**config.mk**
```make
export PLATFORM = sky130hd
export DESIGN_NAME = hamming_secded_16_11_stream_encoder
export DESIGN_NICKNAME = d
export VERILOG_FILES = /design/src/rtl/core/hsecded_pkg.sv /design/src/rtl/core/hamming_secded_16_11_stream_encoder.sv
export VERILOG_INCLUDE_DIRS = /design/src /design/src/rtl/core
export SDC_FILE = /design/constraint.sdc
export NUM_CORES = 1
export LEC_CHECK = 0
export BUFFER_PORTS_ARGS = -buffer_cell sky130_fd_sc_hd__buf_2
export CORE_MARGIN = 5
export CORE_UTILIZATION = 51
export DETAILED_ROUTE_END_ITERATION = 16
export MAX_ROUTING_LAYER = met4
export PLACE_DENSITY = 0.84
export SLEW_MARGIN = 30
export SYNTH_ARGS = -nofsm -noshare
export SYNTH_HDL_FRONTEND = slang
export SYNTH_SLANG_ARGS = --single-unit
```
**constraint.sdc**
```tcl
create_clock -name clk_i -period 4.6 [get_ports clk_i]
set_input_delay 0.92 -clock clk_i [delete_from_list [all_inputs] [get_ports clk_i]]
set_output_delay 0.92 -clock clk_i [all_outputs]
set_load 0.03 [all_outputs]
```
**src/rtl/core/hamming_secded_16_11_stream_encoder_macros.svh**
```systemverilog
`ifndef HAMMING_SECDED_16_11_STREAM_ENCODER_MACROS_SVH
`define HAMMING_SECDED_16_11_STREAM_ENCODER_MACROS_SVH

// Concurrent check on clk_i, masked while rst_ni is low
`define HS_ASSERT(lbl, prop, msg) \
  lbl: assert property (@(posedge clk_i) disable iff (!rst_ni) prop) else $error(msg);

// Condition that must never be seen
`define HS_ASSERT_NEVER(lbl, cond, msg) \
  `HS_ASSERT(lbl, !(cond), msg)

`endif

```
**src/rtl/core/hsecded_pkg.sv**
```systemverilog
`timescale 1ns / 1ps

package hsecded_pkg;

  localparam int unsigned BlockBits  = 11;
  localparam int unsigned WordBits   = 16;
  localparam int unsigned ByteBits   = 8;
  localparam int unsigned PendBits   = 10;
  localparam int unsigned CountBits  = 4;

  typedef logic [BlockBits-1:0] block_t;
  typedef logic [WordBits-1:0]  word_t;
  typedef logic [PendBits-1:0]  pend_t;
  typedef logic [CountBits-1:0] count_t;

  // Position i (1..16) lands on word bit 16-i; data fills non-power-of-two
  // positions, first data bit (block[10]) at position 3.
  function automatic word_t encode_block(block_t blk);
    logic [16:0] pos;
    logic        tot;
    int          k;
    word_t       w;
    pos = '0;
    k   = BlockBits - 1;
    for (int i = 1; i <= 15; i++) begin
      if ((i & (i - 1)) != 0) begin
        pos[i] = blk[k];
        k--;
      end
    end
    for (int p = 1; p <= 8; p = p * 2) begin
      for (int i = 1; i <= 15; i++) begin
        if (((i & p) != 0) && (i != p)) begin
          pos[p] = pos[p] ^ pos[i];
        end
      end
    end
    tot = 1'b0;
    for (int i = 1; i <= 15; i++) begin
      tot = tot ^ pos[i];
    end
    pos[16] = tot;
    for (int i = 1; i <= 16; i++) begin
      w[16-i] = pos[i];
    end
    return w;
  endfunction

endpackage

```
**src/rtl/core/hamming_secded_16_11_stream_encoder.sv**
```systemverilog
`timescale 1ns / 1ps
// Extended Hamming (16,11) SECDED encoder on a byte stream. Bytes enter MSB
// first and are packed into 11-bit blocks; each full block leaves as one
// 16-bit codeword (bit 15 = position 1, bit 0 = overall parity). A byte with
// tlast flushes the remaining bits zero-padded and marks the final codeword
// with tlast. One byte is taken per cycle while the output can accept; a final
// byte that yields two codewords holds the input while the second codeword
// moves from the spare slot into the output register. Output valid and data
// are registered; input ready follows output ready combinationally.

`include "hamming_secded_16_11_stream_encoder_macros.svh"

module hamming_secded_16_11_stream_encoder (
  input  logic        clk_i,
  input  logic        rst_ni,
  input  logic        s_axis_tvalid_i,
  output logic        s_axis_tready_o,
  input  logic [7:0]  s_axis_tdata_i,   // [7:0] data_byte
  input  logic        s_axis_tlast_i,   // is_last
  output logic        m_axis_tvalid_o,
  input  logic        m_axis_tready_i,
  output logic [15:0] m_axis_tdata_o,   // [15:0] codeword
  output logic        m_axis_tlast_o    // last_word
);

  hsecded_pkg::pend_t  pend_q, pend_d;
  hsecded_pkg::count_t cnt_q, cnt_d;

  logic                out_valid_q, out_valid_d;
  logic                out_last_q, out_last_d;
  hsecded_pkg::word_t  out_data_q, out_data_d;
  logic                extra_valid_q, extra_valid_d;
  hsecded_pkg::word_t  extra_data_q, extra_data_d;

  logic                out_free;
  logic                in_xfer;
  logic [17:0]         acc;
  logic                full;
  logic [2:0]          rem;
  hsecded_pkg::block_t block0;
  hsecded_pkg::pend_t  left;
  hsecded_pkg::count_t lo;
  hsecded_pkg::count_t sh;
  hsecded_pkg::block_t pad;
  hsecded_pkg::word_t  cw_full, cw_pad;
  logic                has_first, has_second, last0;

  assign out_free        = !out_valid_q || m_axis_tready_i;
  assign s_axis_tready_o = !extra_valid_q && out_free;
  assign in_xfer         = s_axis_tvalid_i && s_axis_tready_o;

  // Block split and flush padding
  always_comb begin
    acc    = {pend_q, s_axis_tdata_i};
    full   = (cnt_q >= 4'd3);
    rem    = 3'(cnt_q - 4'd3);
    block0 = hsecded_pkg::block_t'(acc >> rem);
    left   = full ? (acc[9:0] & ((10'd1 << rem) - 10'd1)) : acc[9:0];
    lo     = full ? {1'b0, rem} : (cnt_q + 4'd8);
    sh     = 4'd11 - lo;
    pad    = hsecded_pkg::block_t'({1'b0, left} << sh);
  end

  assign cw_full    = hsecded_pkg::encode_block(block0);
  assign cw_pad     = hsecded_pkg::encode_block(pad);
  assign has_first  = full || s_axis_tlast_i;
  assign has_second = full && s_axis_tlast_i && (rem != 3'd0);
  assign last0      = full ? (s_axis_tlast_i && (rem == 3'd0)) : 1'b1;

  always_comb begin
    pend_d        = pend_q;
    cnt_d         = cnt_q;
    out_valid_d   = out_valid_q;
    out_last_d    = out_last_q;
    out_data_d    = out_data_q;
    extra_valid_d = extra_valid_q;
    extra_data_d  = extra_data_q;
    if (in_xfer) begin
      pend_d = s_axis_tlast_i ? '0 : left;
      cnt_d  = s_axis_tlast_i ? '0 : lo;
    end
    if (out_free) begin
      if (extra_valid_q) begin
        out_valid_d   = 1'b1;
        out_data_d    = extra_data_q;
        out_last_d    = 1'b1;
        extra_valid_d = 1'b0;
      end else if (in_xfer) begin
        out_valid_d   = has_first;
        out_data_d    = full ? cw_full : cw_pad;
        out_last_d    = last0;
        extra_valid_d = has_second;
        extra_data_d  = cw_pad;
      end else begin
        out_valid_d = 1'b0;
      end
    end
  end

  always_ff @(posedge clk_i or negedge rst_ni) begin
    if (!rst_ni) begin
      pend_q        <= '0;
      cnt_q         <= '0;
      out_valid_q   <= 1'b0;
      out_last_q    <= 1'b0;
      extra_valid_q <= 1'b0;
    end else begin
      pend_q        <= pend_d;
      cnt_q         <= cnt_d;
      out_valid_q   <= out_valid_d;
      out_last_q    <= out_last_d;
      extra_valid_q <= extra_valid_d;
    end
  end

  always_ff @(posedge clk_i) begin
    out_data_q   <= out_data_d;
    extra_data_q <= extra_data_d;
  end

  assign m_axis_tvalid_o = out_valid_q;
  assign m_axis_tdata_o  = out_data_q;
  assign m_axis_tlast_o  = out_last_q;

  `HS_ASSERT(a_extra_behind_out, extra_valid_q |-> out_valid_q, "spare word without output word")
  `HS_ASSERT(a_extra_not_last, extra_valid_q |-> !out_last_q, "final word ahead of spare word")
  `HS_ASSERT_NEVER(a_cnt_range, cnt_q > 4'd10, "pending count above ten")
  `HS_ASSERT(a_flush_clears, (in_xfer && s_axis_tlast_i) |=> (cnt_q == 4'd0), "flush left bits")

endmodule
```
==> flow_metrics.py, run 1 <==
metrics = {
    "worst_setup_path": {
        "crit_chain": "ha_1, buf_4, xnor2_2, o31ai_2, a32o_1, a211oi_1, o311ai_0, a22o_1, xnor3_1, xnor2_2, o32ai_1, a311oi_1",
        "critPathLaunchType": "register",
        "cp.arrival_ns": 4.30,
        "cp_num_buf_inv": 1,
        "worstPathRequired_ns": 4.74,
        "crit_top_cell": "xnor2_2",
        "crit_start": "cnt_q[0]",
        "crit_fanout": 12,
        "cp_slowest_cell": "xnor2_2",
        "crit_type": "register to register",
        "endpoint": "m_axis_tdata_o[0]",
        "crit_path_max_incr_delay_ns": 0.60,
        "regToRegSetupSlack_ns": 0.43,
        "cp.depth": 12,
        "rr_startpoint": "cnt_q[0]",
        "cpLargestDelayFamily": "compound AO/OA/AOI/OAI gates",
        "r2r_cells": 12,
        "cp-end-kind": "register",
        "reg2reg_to": "m_axis_tdata_o[0]",
    },
    "final_layout": {
        "final_cell_mix": "42 x nand2_1, 32 x edfxtp_1, 31 x buf_2",
        "fin_nets": 438,
        "seqCellArea_sq_mm": 0.00139,
        "fillers": 664,
        "syn2layout_area_growth_pct": 8.75,
        "drive_gt1_share_pct": 20.2,
        "final_common_cell": "nand2_1",
        "final_core_util_pct": 56.3,
        "antennaDiodeCount": 0,
        "stdcell_area_sq_mm": 0.00431,
        "multi_input_area_sq_mm": 0.00236,
    },
    "routing": {
        "post_drt_wl_per_cell_um": 20.3,
        "drtIter0Drc": 397,
        "ant_nets": 0,
        "viasPerCell": 6.41,
        "drc": 0,
        "dr.pass1.iters": 5,
        "route.final.wire_length_um": 10600,
        "vias": 3348,
    },
    "synth": {
        "synth.distinct_cells": 71,
        "ys_ff_latch": 49,
        "ys.flop_type": "edfxtp_1",
        "ys_warn_count": 0,
        "synth_compound_area_share_pct": 19.4,
        "synth.cell_area_sq_mm": 0.00396,
        "synth-simple-area-share_pct": 13.3,
        "synth_cells": 396,
        "syn_nets": 415,
        "synth_area_per_cell_sq_um": 10.0,
        "async_flop_share_pct": 34.7,
        "synth_fa_ha_area_share_pct": 1.90,
        "post_synth_mux_area_share_pct": 13.6,
        "synth-xor-area-share_pct": 11.2,
        "yosysSeqAreaShare_pct": 35.0,
        "synth_top_family_by_area": "compound AO/OA/AOI/OAI gates",
        "synth_edf_count": 32,
    },
    "sta": {
        "drv_slew": 0,
        "period_share_pct": 90.6,
        "worst_slew_pin_slew_ns": 0.803,
        "setup_tns_ns": 0,
        "timing.final.hold_violations": 0,
        "slew-limit-headroom_pct": 46.4,
        "fmax_mhz": 240,
        "rsz0062_at_grt": "false",
        "final.min_clock_period_ns": 4.17,
        "finalSetupViolCount": 0,
        "skew_ns": 0.0174,
    },
    "die": {
        "die-area_sq_mm": 0.00962,
        "placementRows": 32,
        "io_pins": 32,
        "die_h_um": 98.1,
        "core_area_sq_mm": 0.00765,
        "die_w_um": 98.1,
        "initial_core_util_pct": 51.8,
    },
    "clock_tree": {
        "hold_buffers": 0,
        "cts_buffers": 5,
        "cts_buffer_depth": 2,
        "cts.sinks": 49,
        "clkSlewWorstSetupHoldPaths_ns": 0.11,
        "root_buffer": "clkbuf_8",
        "post-cts-setup-buffers": 0,
        "htreeDepth": 2,
        "cts_tree": "done",
        "cts_resized": 0,
        "clock_latency_ns": 0.32,
    },
    "grt": {
        "antenna_found_initial": 0,
        "grt_remaining_overflow": 0,
        "track_usage_pct": 22.9,
        "grt_pass1_wl_um": 17200,
        "grt_pass1_vias": 3343,
        "grt_max_degree": 36,
    },
    "status": {
        "status": "completed",
    },
    "placement": {
        "dpl.hpwl_um": 7950,
        "gp_congestion": 1.06,
        "place_area_sq_mm": 0.00419,
        "io_buffers": 31,
    },
    "hold_path": {
        "min_path_type": "primary input to async pin",
    },
    "flow_run": {
        "cap_violations": 0,
    },
}
## logic make-up after synthesis
kind of cell    Yosys count
flops                    49
fa+ha+maj                 6
buf+inv                  46
mux                      41
simple gates            103
xor+xnor                 44
compound gates          107
## worst register-to-register path, cell delays in order (launching register included)
cell and delay, ns:
dfrtp_1 0.43, ha_1 0.25, buf_4 0.19, xnor2_2 0.60
o31ai_2 0.25, a32o_1 0.26, a211oi_1 0.46, o311ai_0 0.25
a22o_1 0.32, xnor3_1 0.40, xnor2_2 0.22, o32ai_1 0.11
a311oi_1 0.26
## how the worst min path moves through the flow
stage	from	to	slack (ns)	cells after the start
floorplan	pend_q[8]	pend_q[8]	0.45	2
global placement	pend_q[9]	pend_q[9]	0.48	2
detailed placement	pend_q[9]	pend_q[9]	0.49	2
CTS	pend_q[9]	pend_q[9]	0.51	2
global route	rst_ni	cnt_q[2]	0.54	1
finish	rst_ni	cnt_q[2]	0.50	1
## area by class of cell
type	instances	share of cell area, %
clock buffer	5	1.60
sequential	49	32.2
clock inverter	3	0.959
timing repair buffer	44	5.87
tap	102	2.96
inverter	18	1.57
multi-input combinational	301	54.8
## state kept, by name, indices dropped and copies added, names as in the netlist
register	count
pend_q	10
extra_data_q	16
m_axis_tvalid_o	1
extra_valid_q	1
cnt_q	4
m_axis_tlast_o	1
m_axis_tdata_o	16
## synth_stat cells (2+ instances only)
master    number  area (sq um)
o22ai_1        3          18.8
edfxtp_1      32           961
xnor2_2        2          32.5
nand2b_1       3          18.8
inv_1         18          67.6
nor2b_1        5          31.3
mux4_2        10           225
a311oi_1       2          17.5
clkbuf_1      12          45.0
a22oi_1        2          15.0
o211a_1        2          20.0
xnor2_1       26           228
or2_1          2          12.5
o211ai_1       2          15.0
nand2_1       42           158
a21o_1         2          15.0
mux2i_1       28           280
xnor3_1        2          45.0
and3_1         3          18.8
buf_6          4          45.0
o31ai_1        3          22.5
xor2_1        13           114
nor3_1         6          30.0
buf_2         11          55.1
mux2_2         3          33.8
o31a_1         3          26.3
a31oi_1        4          25.0
a211oi_1       7          52.6
ha_1           6          75.1
nor2_1        24          90.1
a32o_1         3          30.0
o32ai_1        2          17.5
dfrtp_1       17           425
a22o_1         6          52.6
nand3_1        4          20.0
nor4b_2        2          30.0
a21oi_1       17          85.1
o21ai_0       30           150
## routing by layer
layer	wire, um	part of all wire, %	up-vias	GRT usage (%)
met4	404	3.8	0	8.09
met2	5040	48	183	36.7
li1	-	-	1513	-
met5	0	0	-	-
met3	800	7.5	46	4.00
met1	4360	41	1606	29.3
## stage by stage
stage	std cells	setup slack (ns)	hold slack, ns
after floorplan	396	0.349	0.450
after global placement	514	0.646	0.483
after detailed placement	514	0.597	0.492
after CTS	522	0.557	0.513
after global routing	522	0.195	0.538
final	522	0.433	0.504
Power of run 1 is left out: the tool's default activity adds up to more than one toggle a clock period on the data nets, which glitch-free logic cannot reach.
==> inputs of run 2 (changes only) <==
--- a/config.mk
+++ b/config.mk
@@ -11,7 +11,8 @@
 export CORE_UTILIZATION = 51
 export DETAILED_ROUTE_END_ITERATION = 16
 export MAX_ROUTING_LAYER = met4
-export PLACE_DENSITY = 0.84
+export PLACE_DENSITY_LB_ADDON = 0.2
+export RECOVER_POWER = 50
 export SLEW_MARGIN = 30
 export SYNTH_ARGS = -nofsm -noshare
 export SYNTH_HDL_FRONTEND = slang
==> run 2 against run 1 <==
Compared with the run above:
- clock-buffer cell count up 2
- sequential share of layout area increased by 0.21 points
- utilization decreased by 0.41 points
- final cell count rose by 0.77%
- final area fell by 0.73%
- register-to-register slack lost 0.06 ns
- non-clock buffer count is 4 higher
- largest cell class unchanged
==> flow_metrics.py, run 2 (synthesis gave the netlist of run 1 again) <==
metrics = {
    "clock_tree": {
        "post-cts-setup-buffers": 0,
        "cts_resized": 0,
        "clkSlewWorstSetupHoldPaths_ns": 0.09,
        "htreeDepth": 2,
        "cts_buffers": 5,
        "cts_buffer_depth": 2,
        "clock_latency_ns": 0.31,
        "hold_buffers": 0,
        "cts.sinks": 49,
        "cts_tree": "done",
        "root_buffer": "clkbuf_8",
    },
    "sta": {
        "drv_slew": 0,
        "worst_slew_pin_slew_ns": 0.990,
        "holdWs_ns": 0.499,
        "rsz0062_at_grt": "false",
        "finalSetupViolCount": 0,
        "skew_ns": 0.0129,
        "setup_tns_ns": 0,
        "slew-limit-headroom_pct": 34.0,
        "timing.final.hold_violations": 0,
        "final.min_clock_period_ns": 4.23,
        "fin_ws_ns": 0.368,
        "fmax_mhz": 236,
        "period_share_pct": 92.0,
    },
    "worst_setup_path": {
        "cp_slowest_cell": "a211oi_1",
        "crit_fanout": 30,
        "rr_startpoint": "cnt_q[0]",
        "reg2reg_to": "m_axis_tdata_o[0]",
        "r2r_cells": 14,
        "worstPathRequired_ns": 4.65,
        "critPathLaunchType": "register",
        "cp_num_buf_inv": 1,
        "crit_chain": "buf_4, ha_1, nand2_1, ha_1, nor3b_1, o21ai_0, o211a_1, a211oi_1, a21o_1, xnor2_1, xnor3_2, nand2b_4, o32ai_1, a311oi_1",
        "cpLargestDelayFamily": "compound AO/OA/AOI/OAI gates",
        "cp.arrival_ns": 4.28,
        "cp-end-kind": "register",
        "crit_path_max_incr_delay_ns": 0.56,
        "crit_top_cell": "ha_1",
        "regToRegSetupSlack_ns": 0.37,
        "crit_type": "register to register",
    },
    "routing": {
        "route.final.wire_length_um": 10400,
        "ant_nets": 0,
        "drc": 0,
        "post_drt_wl_per_cell_um": 19.8,
        "dr.pass1.iters": 5,
        "drtIter0Drc": 192,
        "vias": 3212,
        "viasPerCell": 6.11,
    },
    "final_layout": {
        "final_common_cell": "nand2_1",
        "fillers": 684,
        "final_cell_mix": "42 x nand2_1, 32 x edfxtp_1, 30 x o21ai_0",
        "fin_nets": 442,
        "drive_gt1_share_pct": 15.6,
        "multi_input_area_sq_mm": 0.00236,
        "syn2layout_area_growth_pct": 7.96,
        "antennaDiodeCount": 0,
        "stdcell_area_sq_mm": 0.00427,
        "seqCellArea_sq_mm": 0.00139,
    },
    "placement": {
        "pre_cts_ws_ns": 0.422,
        "io_buffers": 31,
        "gp_congestion": 0.961,
        "dpl.hpwl_um": 7710,
        "place_area_sq_mm": 0.00422,
    },
    "status": {
        "status": "completed",
    },
    "die": {
        "initial_core_util_pct": 51.8,
        "core_area_sq_mm": 0.00765,
        "die-area_sq_mm": 0.00962,
        "die_h_um": 98.1,
        "die_w_um": 98.1,
        "io_pins": 32,
        "placementRows": 32,
    },
    "hold_path": {
        "hold_path_depth": 2,
        "hold_end": "m_axis_tvalid_o",
        "min_path_type": "register to register",
        "min_from": "extra_valid_q",
    },
    "grt": {
        "grt_remaining_overflow": 0,
        "antenna_found_initial": 0,
        "grt_pass1_vias": 3130,
        "track_usage_pct": 22.6,
        "grt_pass1_wl_um": 16700,
        "grt_max_degree": 35,
    },
    "flow_run": {
        "cap_violations": 0,
    },
}
[run 2: cell types whose count changed in the layout (fill, tap and decap cells not counted)]
cell,delta
buf_2,-19
clkinv_2,+1
clkinv_1,-1
clkinvlp_4,-1
dfrtp_2,-1
dfrtp_1,+1
clkbuf_1,+23
buf_4,+2
bufinv_16,-1
[run 2: worst max path at each step]
| stage | from | endpoint | slack [ns] | cells after the start |
|---|---|---|---|---|
| global route | cnt_q[0] | m_axis_tdata_o[0] | 0.07 | 13 |
| CTS | cnt_q[0] | m_axis_tdata_o[0] | 0.39 | 13 |
| detailed placement | cnt_q[0] | m_axis_tdata_o[0] | 0.42 | 13 |
| finish | cnt_q[0] | m_axis_tdata_o[0] | 0.37 | 14 |
| floorplan | cnt_q[0] | m_axis_tdata_o[8] | 0.35 | 16 |
| global placement | cnt_q[0] | m_axis_tdata_o[0] | 0.53 | 14 |
[run 2: layer usage]
layer | up-vias | global-route usage (%) | share of wire [%]
li1 | 1511 | - | -
met1 | 1552 | 30.2 | 44
met2 | 127 | 34.9 | 47
met3 | 22 | 2.86 | 6.1
met4 | 0 | 8.84 | 3.0
met5 | - | - | 0
[run 2: final cells by class]
cell class	instances	share of cell area, %
Inverter	18	1.58
Sequential cell	49	32.4
Tap cell	102	2.99
Timing Repair Buffer	48	5.88
Clock inverter	1	0.117
Multi-Input combinational cell	301	55.2
Clock buffer	7	1.79
[run 2: worst reg2reg max path, cell delays in order (launching register included)]
cell,delay [ns]
dfrtp_1,0.41
buf_4,0.26
ha_1,0.26
nand2_1,0.15
ha_1,0.31
nor3b_1,0.29
o21ai_0,0.21
o211a_1,0.26
a211oi_1,0.56
a21o_1,0.24
xnor2_1,0.15
xnor3_2,0.52
nand2b_4,0.17
o32ai_1,0.11
a311oi_1,0.08
[run 2: through the flow]
stage | instances | utilization (%)
2_1_floorplan | 396 | -
3_3_place_gp | 518 | 55.2
3_5_place_dp | 518 | 55.2
4_1_cts | 526 | 56.3
5_1_grt | 526 | 55.9
6_report | 526 | 55.9
Power of run 2 is left out for the same reason.
